`src/hdl/tlbflr_pkg.sv`:
```
// Shared types, constants and codes for the translation lookaside store.
// No dependencies; every other file of the block imports this package.
package tlbflr_pkg;

    localparam int MAX_ENTRIES = 8;
    localparam int PAGE_BITS   = 20;
    localparam int FRAME_BITS  = 20;

    localparam int IDX_W = (MAX_ENTRIES > 1) ? $clog2(MAX_ENTRIES) : 1;
    localparam int CNT_W = $clog2(MAX_ENTRIES + 1);

    localparam int ACTION_W = 2;
    localparam int CFG_W    = 4;
    localparam int CFG_IDX_W = 1;

    // Action codes
    localparam logic [ACTION_W-1:0] ACT_LOOKUP = 2'd0;
    localparam logic [ACTION_W-1:0] ACT_INSERT = 2'd1;
    localparam logic [ACTION_W-1:0] ACT_FLUSH  = 2'd2;

    // Configuration register indexes
    localparam logic [CFG_IDX_W-1:0] CFG_REPLACE_POLICY = 1'd0;
    localparam logic [CFG_IDX_W-1:0] CFG_ENTRIES_IN_USE = 1'd1;

    localparam logic [CFG_W-1:0] ENTRIES_IN_USE_RESET = 4'd8;

    typedef struct packed {
        logic [ACTION_W-1:0]   action;
        logic [PAGE_BITS-1:0]  page_number;
        logic [FRAME_BITS-1:0] frame_number;
    } tlbflr_in_t;

    typedef struct packed {
        logic                  hit;
        logic [FRAME_BITS-1:0] frame_found;
    } tlbflr_out_t;

    typedef enum logic {
        ST_IDLE,
        ST_UPDATE
    } tlbflr_state_t;

    // Commands from the controller to the datapath
    typedef struct packed {
        logic capture;  // latch the item and the search result
        logic commit;   // update the entries and load the result register
    } tlbflr_cmd_t;

endpackage

```
`src/hdl/tlb_lookup_with_fifo_lru_replace_unit.sv`:
```
// Top level of the fully associative translation store with FIFO/LRU order.
// Depends on tlbflr_pkg, tlbflr_ctrl and tlbflr_dp.
//
// Usage:
//   s_valid/s_ready/s_item carry one item: action (lookup, insert, flush),
//   page_number and frame_number. m_valid/m_ready/m_item return one result
//   item per input item: hit and frame_found (zero on miss, insert, flush
//   or the unused action code).
//   cfg_we/cfg_index/cfg_wdata write replace_policy (index 0) and
//   entries_in_use (index 1); write only while the block is idle.
// Sequence:
//   An item is searched against all entries in the cycle it is accepted;
//   the update state then shifts the entry registers and loads the result
//   register once it is free. The next item is taken only after that update,
//   set by the search-then-shift sequence over one entry file.
// Reset (aresetn low, synchronous): the store is empty, FIFO order, eight
//   entries in use, no result pending.
// Stall: a finished result waits in the output register while the next item
//   is accepted and searched; its update holds until the result register
//   drains.
module tlb_lookup_with_fifo_lru_replace_unit (
    input  logic                              aclk,
    input  logic                              aresetn,
    input  logic                              s_valid,
    output logic                              s_ready,
    input  tlbflr_pkg::tlbflr_in_t            s_item,
    output logic                              m_valid,
    input  logic                              m_ready,
    output tlbflr_pkg::tlbflr_out_t           m_item,
    input  logic                              cfg_we,
    input  logic [tlbflr_pkg::CFG_IDX_W-1:0]  cfg_index,
    input  logic [tlbflr_pkg::CFG_W-1:0]      cfg_wdata
);
    import tlbflr_pkg::*;

    tlbflr_cmd_t cmd;

    // Sequence capture and commit of each item
    tlbflr_ctrl u_ctrl (
        .aclk    (aclk),
        .aresetn (aresetn),
        .s_valid (s_valid),
        .s_ready (s_ready),
        .m_valid (m_valid),
        .m_ready (m_ready),
        .cmd     (cmd)
    );

    // Hold the entries, search, shift and drive the result
    tlbflr_dp u_dp (
        .aclk      (aclk),
        .aresetn   (aresetn),
        .cmd       (cmd),
        .s_item    (s_item),
        .m_item    (m_item),
        .cfg_we    (cfg_we),
        .cfg_index (cfg_index),
        .cfg_wdata (cfg_wdata)
    );

endmodule

```
`src/hdl/tlbflr_ctrl.sv`:
```
// Controller state machine: sequences capture and commit, owns the result valid.
// Depends on tlbflr_pkg.
module tlbflr_ctrl (
    input  logic                   aclk,
    input  logic                   aresetn,
    input  logic                   s_valid,
    output logic                   s_ready,
    output logic                   m_valid,
    input  logic                   m_ready,
    output tlbflr_pkg::tlbflr_cmd_t cmd
);
    import tlbflr_pkg::*;

    tlbflr_state_t state_reg, state_next;
    logic          m_valid_reg, m_valid_next;
    logic          out_free;

    // The result register can take a new item when empty or draining
    assign out_free = !m_valid_reg || m_ready;

    always_comb begin
        state_next = state_reg;
        unique case (state_reg)
            ST_IDLE: begin
                if (s_valid) begin
                    state_next = ST_UPDATE;
                end
            end
            ST_UPDATE: begin
                if (out_free) begin
                    state_next = ST_IDLE;
                end
            end
            default: begin
                state_next = ST_IDLE;
            end
        endcase
    end

    always_comb begin
        s_ready     = 1'b0;
        cmd.capture = 1'b0;
        cmd.commit  = 1'b0;
        unique case (state_reg)
            ST_IDLE: begin
                s_ready     = 1'b1;
                cmd.capture = s_valid;
            end
            ST_UPDATE: begin
                cmd.commit = out_free;
            end
            default: begin
                s_ready = 1'b0;
            end
        endcase
    end

    always_comb begin
        m_valid_next = m_valid_reg;
        if (cmd.commit) begin
            m_valid_next = 1'b1;
        end else if (m_ready) begin
            m_valid_next = 1'b0;
        end
    end

    always_ff @(posedge aclk) begin
        if (!aresetn) begin
            state_reg   <= ST_IDLE;
            m_valid_reg <= 1'b0;
        end else begin
            state_reg   <= state_next;
            m_valid_reg <= m_valid_next;
        end
    end

    assign m_valid = m_valid_reg;

endmodule

```
`src/hdl/tlbflr_dp.sv`:
```
// Datapath: entry registers in recency order, parallel search, shifts,
// configuration registers and the result register. Depends on tlbflr_pkg.
module tlbflr_dp (
    input  logic                        aclk,
    input  logic                        aresetn,
    input  tlbflr_pkg::tlbflr_cmd_t     cmd,
    input  tlbflr_pkg::tlbflr_in_t      s_item,
    output tlbflr_pkg::tlbflr_out_t     m_item,
    input  logic                        cfg_we,
    input  logic [tlbflr_pkg::CFG_IDX_W-1:0] cfg_index,
    input  logic [tlbflr_pkg::CFG_W-1:0]     cfg_wdata
);
    import tlbflr_pkg::*;

    logic [PAGE_BITS-1:0]  page_reg  [MAX_ENTRIES];
    logic [PAGE_BITS-1:0]  page_next [MAX_ENTRIES];
    logic [FRAME_BITS-1:0] frame_reg [MAX_ENTRIES];
    logic [FRAME_BITS-1:0] frame_next[MAX_ENTRIES];
    logic [CNT_W-1:0]      count_reg, count_next;

    logic                  policy_reg;
    logic [CFG_W-1:0]      eiu_reg;

    tlbflr_in_t            item_reg;
    logic                  hit_reg;
    logic [IDX_W-1:0]      idx_reg;
    tlbflr_out_t           result_reg;

    logic                  search_hit;
    logic [IDX_W-1:0]      search_idx;
    logic [31:0]           cap_wide;
    logic [CNT_W-1:0]      cap;
    logic [CNT_W-1:0]      shift_lim;
    tlbflr_out_t           result_next;

    // Search the valid front of the list; the lowest position wins
    always_comb begin
        search_hit = 1'b0;
        search_idx = '0;
        for (int i = MAX_ENTRIES - 1; i >= 0; i--) begin
            if ((CNT_W'(i) < count_reg) && (page_reg[i] == s_item.page_number)) begin
                search_hit = 1'b1;
                search_idx = IDX_W'(i);
            end
        end
    end

    // Capacity: zero counts as one, saturate at the store depth
    always_comb begin
        cap_wide = {{(32-CFG_W){1'b0}}, eiu_reg};
        if (cap_wide == 32'd0) begin
            cap = CNT_W'(1);
        end else if (cap_wide > 32'(MAX_ENTRIES)) begin
            cap = CNT_W'(MAX_ENTRIES);
        end else begin
            cap = cap_wide[CNT_W-1:0];
        end
        shift_lim = (count_reg < cap) ? count_reg : (count_reg - CNT_W'(1));
    end

    always_comb begin
        for (int i = 0; i < MAX_ENTRIES; i++) begin
            page_next[i]  = page_reg[i];
            frame_next[i] = frame_reg[i];
        end
        count_next  = count_reg;
        result_next = '0;
        case (item_reg.action)
            ACT_LOOKUP: begin
                if (hit_reg) begin
                    result_next.hit         = 1'b1;
                    result_next.frame_found = frame_reg[idx_reg];
                    if (policy_reg) begin
                        // Move the hit entry to the front
                        for (int i = 1; i < MAX_ENTRIES; i++) begin
                            if (IDX_W'(i) <= idx_reg) begin
                                page_next[i]  = page_reg[i-1];
                                frame_next[i] = frame_reg[i-1];
                            end
                        end
                        page_next[0]  = page_reg[idx_reg];
                        frame_next[0] = frame_reg[idx_reg];
                    end
                end
            end
            ACT_INSERT: begin
                // Open the front; drop the last entry when full
                for (int i = 1; i < MAX_ENTRIES; i++) begin
                    if (CNT_W'(i) <= shift_lim) begin
                        page_next[i]  = page_reg[i-1];
                        frame_next[i] = frame_reg[i-1];
                    end
                end
                page_next[0]  = item_reg.page_number;
                frame_next[0] = item_reg.frame_number;
                if (count_reg < cap) begin
                    count_next = count_reg + CNT_W'(1);
                end
            end
            ACT_FLUSH: begin
                count_next = '0;
            end
            default: begin
                count_next = count_reg;
            end
        endcase
    end

    always_ff @(posedge aclk) begin
        if (!aresetn) begin
            count_reg  <= '0;
            policy_reg <= 1'b0;
            eiu_reg    <= ENTRIES_IN_USE_RESET;
        end else begin
            if (cmd.commit) begin
                count_reg <= count_next;
            end
            if (cfg_we) begin
                unique case (cfg_index)
                    CFG_REPLACE_POLICY: policy_reg <= cfg_wdata[0];
                    CFG_ENTRIES_IN_USE: eiu_reg    <= cfg_wdata;
                    default:            eiu_reg    <= eiu_reg;
                endcase
            end
        end
    end

    always_ff @(posedge aclk) begin
        if (cmd.capture) begin
            item_reg <= s_item;
            hit_reg  <= search_hit;
            idx_reg  <= search_idx;
        end
        if (cmd.commit) begin
            result_reg <= result_next;
            for (int i = 0; i < MAX_ENTRIES; i++) begin
                page_reg[i]  <= page_next[i];
                frame_reg[i] <= frame_next[i];
            end
        end
    end

    assign m_item = result_reg;

endmodule

```
`config.mk`:
```
export PLATFORM = sky130hd
export DESIGN_NAME = tlb_lookup_with_fifo_lru_replace_unit
export DESIGN_NICKNAME = d
export VERILOG_FILES = /design/src/hdl/tlbflr_pkg.sv /design/src/hdl/tlb_lookup_with_fifo_lru_replace_unit.sv /design/src/hdl/tlbflr_ctrl.sv /design/src/hdl/tlbflr_dp.sv
export SDC_FILE = /design/constraint.sdc
export NUM_CORES = 1
export LEC_CHECK = 0
export BUFFER_PORTS_ARGS = -buffer_cell sky130_fd_sc_hd__buf_2
export CAP_MARGIN = 10
export CELL_PAD_IN_SITES_DETAIL_PLACEMENT = 0
export CELL_PAD_IN_SITES_GLOBAL_PLACEMENT = 1
export CORE_MARGIN = 1.5
export CORE_UTILIZATION = 48
export CTS_CLUSTER_SIZE = 30
export DETAILED_ROUTE_END_ITERATION = 10
export GPL_TIMING_DRIVEN = 0
export HOLD_SLACK_MARGIN = 0.03
export PLACE_DENSITY_LB_ADDON = 0.2
export SKIP_CTS_REPAIR_TIMING = 1
export SYNTH_ARGS = -nofsm -noshare
export SYNTH_HDL_FRONTEND = slang
export SYNTH_SLANG_ARGS = --single-unit
export TNS_END_PERCENT = 10
```
`constraint.sdc`:
```
create_clock -name aclk -period 7.1 [get_ports aclk]
set_input_delay 0.71 -clock aclk [delete_from_list [all_inputs] [get_ports aclk]]
set_output_delay 0.71 -clock aclk [all_outputs]
set_load 0.05 [all_outputs]
```
==> results of run 1 <==
routing by layer:
layer	up-vias	part of all wire	track usage
met4	0	0.038	0.0978
met1	5143	0.41	0.351
met2	375	0.48	0.424
met3	96	0.066	0.0471
met5	-	0	0
li1	4394	-	-
final cells by class:
class                      instances  share of cell area
buffer                            62              0.0150
clock buffer                      55              0.0570
clock inverter                    25             0.00992
inverter                          11             0.00206
multi-input combinational        597               0.257
sequential                       398               0.591
tap                              461              0.0288
timing repair buffer              93              0.0396
synthesized netlist by cell type, types with 2 or more instances:
cell type	n	area, sq um
edfxtp_1	387	11600
nor2_1	91	342
xnor2_1	85	744
xor2_1	77	674
a21oi_1	74	370
mux4_2	58	1310
mux2i_1	42	420
buf_2	31	155
nand4_1	28	175
clkbuf_1	25	93.8
nor4_1	22	138
a211oi_1	20	150
nand2_1	20	75.1
dfxtp_1	11	220
inv_1	9	33.8
nor3_1	9	45.0
nand3_1	8	40.0
ha_1	6	75.1
o21ai_0	6	30.0
a31oi_1	5	31.3
buf_4	4	30.0
nor2b_1	4	25.0
nand2b_1	3	18.8
a221oi_1	2	17.5
buf_6	2	22.5
inv_2	2	7.51
nand2_2	2	12.5
nand3b_1	2	15.0
nor3_2	2	20.0
o211ai_1	2	15.0
o21bai_1	2	15.0
logic make-up (layout without fill, tap and decap cells):
logic type / Yosys count / after routing / share of synthesized area
DFF: 398 / 398 / 0.688
and+or+nand+nor: 204 / 204 / 0.0598
xor gates and xnor gates: 162 / 162 / 0.0825
AOI/OAI and AO/OA: 123 / 123 / 0.0434
muxes: 102 / 102 / 0.102
buffers and inverters: 73 / 246 / 0.0199
adders and majority gates: 6 / 6 / 0.00436
through the flow:
stage               instance area, sq um  cells
floorplan                          17200   1068
global placement                   18200   1603
detailed placement                 18700   1622
CTS                                20000   1702
global route                       20000   1702
finish                             20000   1702
placed cells by master (no fill, tap or decap), types with 22 or more instances in the layout:
cell type  count
clkbuf_1      36
clkbuf_16     44
a21oi_1       71
xnor2_1       85
nand4_1       28
edfxtp_1     387
mux2i_1       42
nor4_1        22
xor2_1        77
nor2_1        90
mux4_2        58
buf_2        105
worst max path at each step:
stage / startpoint / end / slack, ps / depth (start not counted)
6_report: u_dp.idx_reg[2] / u_dp.page_reg[1][6] / 3400 / 7
5_1_grt: u_dp.idx_reg[2] / u_dp.page_reg[1][6] / 3250 / 7
4_1_cts: u_dp.idx_reg[2] / u_dp.page_reg[1][6] / 3330 / 7
3_5_place_dp: m_ready / u_dp.frame_reg[1][19] / 3120 / 8
3_3_place_gp: m_ready / u_dp.page_reg[1][6] / -4140 / 6
2_1_floorplan: m_ready / u_dp.frame_reg[1][0] / 870 / 5
power by group:
part / switching [mW] / internal (mW)
registers: 0.0336 / 2.64
logic: 0.270 / 0.150
clock network: 0.921 / 1.25
total: 1.23 / 4.04
==> reports/qor.yml, run 1 <==
cts:
  cts_tree: "done"
  cts_root_buf: "clkbuf_16"
  clk_pin_slew_ps: 60
  cts_buffers: 43
  cts_max_path_buffers: 3
  clock-sinks: 398
  ctsHtreeMaxLevel: 2
  clock_latency_ps: 560
drt:
  num_vias: 10000
  via_per_inst: 5.88
  wl_per_cell_um: 27.3
  drt_iter0_markers: 844
  ant_nets: 0
  drc: 0
  wirelength_mm: 46.5
  dr.pass1.iters: 6
global_route:
  grt_pass1_vias: 10300
  grt_start_max_net_pins: 24
  grt_pass1_wl_mm: 68.2
  track_usage: 0.260
  antenna_found_initial: 0
  overflow: 0
critical_path:
  critPathKind: "reg2reg"
  cp.required_ps: 7350
  cp_num_buf_inv: 5
  critPathArrivalTime_ps: 3940
  slowest_stage: "a21boi_4"
  r2r_cells: 7
  crit_family: "buffers and inverters"
  endpoint_kind: "flip-flop"
  path_cells: "buf_2 > clkbuf_1 > inv_2 > a21boi_4 > a21boi_4 > buf_16 > buf_16"
  cp_slowest_stage_delay_ps: 680
  rrSetupSlack_ps: 3400
  rr_endpoint: "u_dp.page_reg[1][6]"
  crit-reg2reg-launch: "u_dp.idx_reg[2]"
  path_max_fanout: 16
  cp-start-kind: "flip-flop"
sta:
  fin_worst_skew_ps: 22.8
  rsz0062_at_grt: "false"
  holdWs_ps: 320
  relSlewSlack: 0.218
  tightest_slew_ps: 1170
  finalCritPeriodShare: 0.521
  slew_viol_final: 0
  finalSetupViolCount: 0
  setup-tns-final_ps: 0
  hold_violations: 0
  layout_min_cycle_time_ps: 3700
  fmax_ghz: 0.270
  setup_ws_ps: 3400
yosys:
  ys_seq_elements: 398
  synthCells: 1068
  synth_warnings: 0
  ys_seq_area_frac: 0.688
  yosysUniqueCellTypes: 58
  synth-edff-count: 387
  syn_area_sq_mm: 0.0172
  synthesis.nets: 1126
  synthFlopType: "edfxtp_1"
  synthArstFlopShare: 0
  syn_avg_cell_area_sq_um: 16.1
place:
  routabilityCongestion: 0.908
  hpwl_mm: 32.1
  post-place-ws_ps: 3120
  port_buffers: 74
layout:
  multiInputGateArea_sq_mm: 0.00515
  nets: 1264
  drive_gt1_frac: 0.219
  ff_latch_area_sq_mm: 0.0118
  nFillCells: 2842
  post-route-util: 0.566
  num_antenna_cells: 0
  area_delta_synth_final_pct: 16.5
die:
  coreArea_sq_mm: 0.0354
  fp.dieH_um: 192
  initial_core_util: 0.486
  fp-row-count: 69
  die-width_um: 192
  io_pins: 75
  die-area_sq_mm: 0.0370
power_and_ir_drop:
  vdd_ir_drop_max_v: 0.000242
  p_per_area_mw_per_mm2: 263
  power_leakage_nw: 6.68
  total_power_mw: 5.26
hold_path:
  hold_end: "u_dp.item_reg[40]"
  min-delay-start: "s_item[40]"
  hold_class: "in2reg"
  min_path_cells: 1
status:
  outcome: "finished clean"
flow_run:
  maxCapViolCount: 0
(Power assumes the default switching activity.)
==> run 2, diff against run 1 <==
Settings changed: ABC_AREA set to 1, CORE_UTILIZATION 48 to 50.
Clock period 7.1 ns to 3.6 ns, I/O delays scaled along.
==> run 2 against run 1 <==
Synthesized cell count is 46% higher; sequential power is 100% higher; non-clock buffer count is 50 higher.
==> reports/qor.yml, run 2 <==
sta:
  rsz0062_at_grt: "false"  # unchanged
  relSlewSlack: 0.277  # was 0.218
  finalSetupViolCount: 0  # unchanged
  hold_violations: 0  # unchanged
  layout_min_cycle_time_ps: 3300  # was 3700 ps
  setup_ws_ps: 304  # was 3400 ps
  tightest_slew_ps: 1080  # was 1170 ps
  finalCritPeriodShare: 0.916  # was 0.521
  fmax_ghz: 0.303  # was 0.270 GHz
  fin_worst_skew_ps: 22.9  # was 22.8 ps
  holdWs_ps: 31.6  # was 320 ps
  slew_viol_final: 0  # unchanged
die:
  die-area_sq_mm: 0.0362  # was 0.0370 sq mm
  coreArea_sq_mm: 0.0345  # was 0.0354 sq mm
  io_pins: 75  # unchanged
  die-width_um: 190  # was 192 um
  fp-row-count: 68  # was 69
  fp.dieH_um: 190  # was 192 um
  initial_core_util: 0.508  # was 0.486
critical_path:
  critPathKind: "reg2reg"  # unchanged
  endpoint_kind: "flip-flop"  # unchanged
  crit-reg2reg-launch: "u_dp.idx_reg[1]"  # was u_dp.idx_reg[2]
  critPathArrivalTime_ps: 3560  # was 3940 ps
  rr_endpoint: "u_dp.page_reg[1][3]"  # was u_dp.page_reg[1][6]
  cp.required_ps: 3860  # was 7350 ps
  r2r_cells: 8  # was 7
  rrSetupSlack_ps: 300  # was 3400 ps
  cp-start-kind: "flip-flop"  # unchanged
  path_max_fanout: 20  # was 16
yosys:
  synth_warnings: 0  # unchanged
  syn_avg_cell_area_sq_um: 11.2  # was 16.1 sq um
  synth.cells.most_frequent: "edfxtp_1, nor2_1, nand2_1"  # was edfxtp_1, nor2_1, xnor2_1
  synth.area.mux_share: 0  # was 0.102
  synth-edff-count: 387  # unchanged
  synth_xor_area_frac: 0.0294  # was 0.0825
  yosysMostFrequentCell: "edfxtp_1"  # unchanged
  ys_seq_elements: 398  # unchanged
  synthFlopType: "edfxtp_1"  # unchanged
  synth_top_family_by_area: "simple AND/OR/NAND/NOR gates"  # was multiplexers
  synthesis.nets: 1619  # was 1126
  synth_compound_area_frac: 0.122  # was 0.0434
  synthArstFlopShare: 0  # unchanged
  ys_top_cells_by_area: "edfxtp_1, nor2_1, nand2_1, o21ai_0, o22ai_1"  # was edfxtp_1, mux4_2, xnor2_1, xor2_1, mux2i_1
  synth_top_area_frac: 0.662  # was 0.675
  synthCells: 1561  # was 1068
  yosys.area.top_type: "edfxtp_1"  # unchanged
  ys_seq_area_frac: 0.674  # was 0.688
  syn_area_sq_mm: 0.0176  # was 0.0172 sq mm
  synthSimpleGateAreaFrac: 0.125  # was 0.0598
  yosysUniqueCellTypes: 44  # was 58
  synth_fa_ha_area_frac: 0.00428  # was 0.00436
global_route:
  overflow: 0  # unchanged
  antenna_found_initial: 0  # unchanged
  grt_pass1_vias: 12400  # was 10300
  grt_pass1_wl_mm: 82.0  # was 68.2 mm
  track_usage: 0.318  # was 0.260
  grt_start_max_net_pins: 25  # was 24
cts:
  clock-sinks: 398  # unchanged
  cts_root_buf: "clkbuf_16"  # unchanged
  cts_buffers: 43  # unchanged
  clk_pin_slew_ps: 60  # about the same
  cts_tree: "done"  # unchanged
  cts_max_path_buffers: 3  # unchanged
  ctsHtreeMaxLevel: 2  # unchanged
  clock_latency_ps: 570  # was 560 ps
hold_path:
  min-delay-start: "cfg_wdata[3]"  # was s_item[40]
  min_path_cells: 3  # was 1
  hold_class: "in2reg"  # unchanged
  hold_end: "u_dp.eiu_reg[3]"  # was u_dp.item_reg[40]
layout:
  area_delta_synth_final_pct: 17.8  # was 16.5%
  nets: 1795  # was 1264
  multiInputGateArea_sq_mm: 0.00502  # was 0.00515 sq mm
  nFillCells: 2897  # was 2842
  post-route-util: 0.599  # was 0.566
  final_cell_mix: "edfxtp_1, nand2_1, nor2_1, o21ai_0, buf_2"  # was edfxtp_1, buf_2, nor2_1, xnor2_1, xor2_1
  final_area_sq_mm: 0.0207  # was 0.0200 sq mm
  ff_latch_area_sq_mm: 0.0118  # unchanged
  num_antenna_cells: 0  # unchanged
  drive_gt1_frac: 0.139  # was 0.219
  layout.cells.non_filler: 2223  # was 1702
  final_common_cell: "edfxtp_1"  # unchanged
drt:
  wl_per_cell_um: 25.6  # was 27.3 um
  wirelength_mm: 57.0  # was 46.5 mm
  via_per_inst: 5.94  # was 5.88
  ant_nets: 0  # unchanged
  drt_iter0_markers: 1915  # was 844
  num_vias: 13200  # was 10000
  dr.pass1.iters: 5  # was 6
  drc: 0  # unchanged
place:
  dp.cells: 2105  # was 1622
  port_buffers: 74  # unchanged
  post-place-ws_ps: -121  # was 3120 ps
  hpwl_mm: 39.2  # was 32.1 mm
  place_area_sq_mm: 0.0190  # was 0.0187 sq mm
  routabilityCongestion: 0.973  # was 0.908
power_and_ir_drop:
  p_per_area_mw_per_mm2: 512  # was 263 mW/mm^2
  vdd_ir_drop_max_v: 0.000327  # was 0.000242 V
  power_leakage_nw: 7.45  # was 6.68 nW
status:
  outcome: "finished clean"  # unchanged
flow_run:
  maxCapViolCount: 0  # unchanged
run 2: cell count changes after synthesis, sizes merged, moves of 20 or more:
cell,previous run,this run
nand2,23,234
o21ai,7,167
nor2,92,239
inv,11,118
o22ai,1,62
xor2,77,16
mux4,58,0
mux2i,42,0
xnor2,85,43
o211ai,2,33
a41oi,0,20
run 2: layout make-up:
| type | count | area share |
|---|---|---|
| well taps | 455 | 0.0275 |
| clock inverters | 27 | 0.0105 |
| multi-input cells | 971 | 0.243 |
| repair buffers | 130 | 0.0550 |
| inverters | 118 | 0.0214 |
| flip-flops and latches | 398 | 0.572 |
| plain buffers | 75 | 0.0171 |
| clock buffers | 49 | 0.0531 |
run 2: worst max-delay path, cell delays in order (launching register included):
cell and delay, ps:
edfxtp_1 320, buf_2 300, nor2_4 150, clkbuf_1 370
a31oi_4 650, buf_16 240, a21boi_4 490, buf_16 240
buf_12 210
run 2: cells by family after synthesis:
group           count (synthesis)
compound gates                366
flops                         398
buf+inv                       193
fa+ha+maj                       6
xor+xnor                       59
simple gates                  539
run 2: routing by layer:
| metal | vias up | track usage | routed length (um) |
|---|---|---|---|
| met3 | 90 | 0.0904 | 7270 |
| met5 | - | 0 | 0 |
| met4 | 0 | 0.0939 | 1420 |
| met1 | 6335 | 0.468 | 23800 |
| li1 | 5902 | - | - |
| met2 | 871 | 0.457 | 24500 |
run 2: stage by stage:
stage	total power [mW]	setup TNS, ps
finish	10.6	0
global route	10.9	0
CTS	10.6	-2080
detailed placement	6.37	-2360
global placement	6.32	-708760
floorplan	5.95	-54140
run 2: how the worst max path moves through the flow:
stage                 startpoint                   end  slack (ps)  depth (start not counted)
2_1_floorplan     u_ctrl.m_valid  u_dp.frame_reg[2][0]        -520                          7
3_3_place_gp             m_ready   u_dp.page_reg[2][3]       -3370                          9
3_5_place_dp             m_ready   u_dp.page_reg[1][3]        -120                         13
4_1_cts        u_dp.item_reg[41]   u_dp.page_reg[1][3]        -110                         10
5_1_grt          u_dp.idx_reg[1]   u_dp.page_reg[1][2]         180                          8
6_report         u_dp.idx_reg[1]   u_dp.page_reg[1][3]         300                          8
run 2: power by group:
| group | internal (mW) | total (mW) | switching (mW) |
|---|---|---|---|
| Combinational | 0.302 | 0.989 | 0.687 |
| Sequential | 5.26 | 5.34 | 0.0877 |
| Clock | 2.40 | 4.27 | 1.86 |
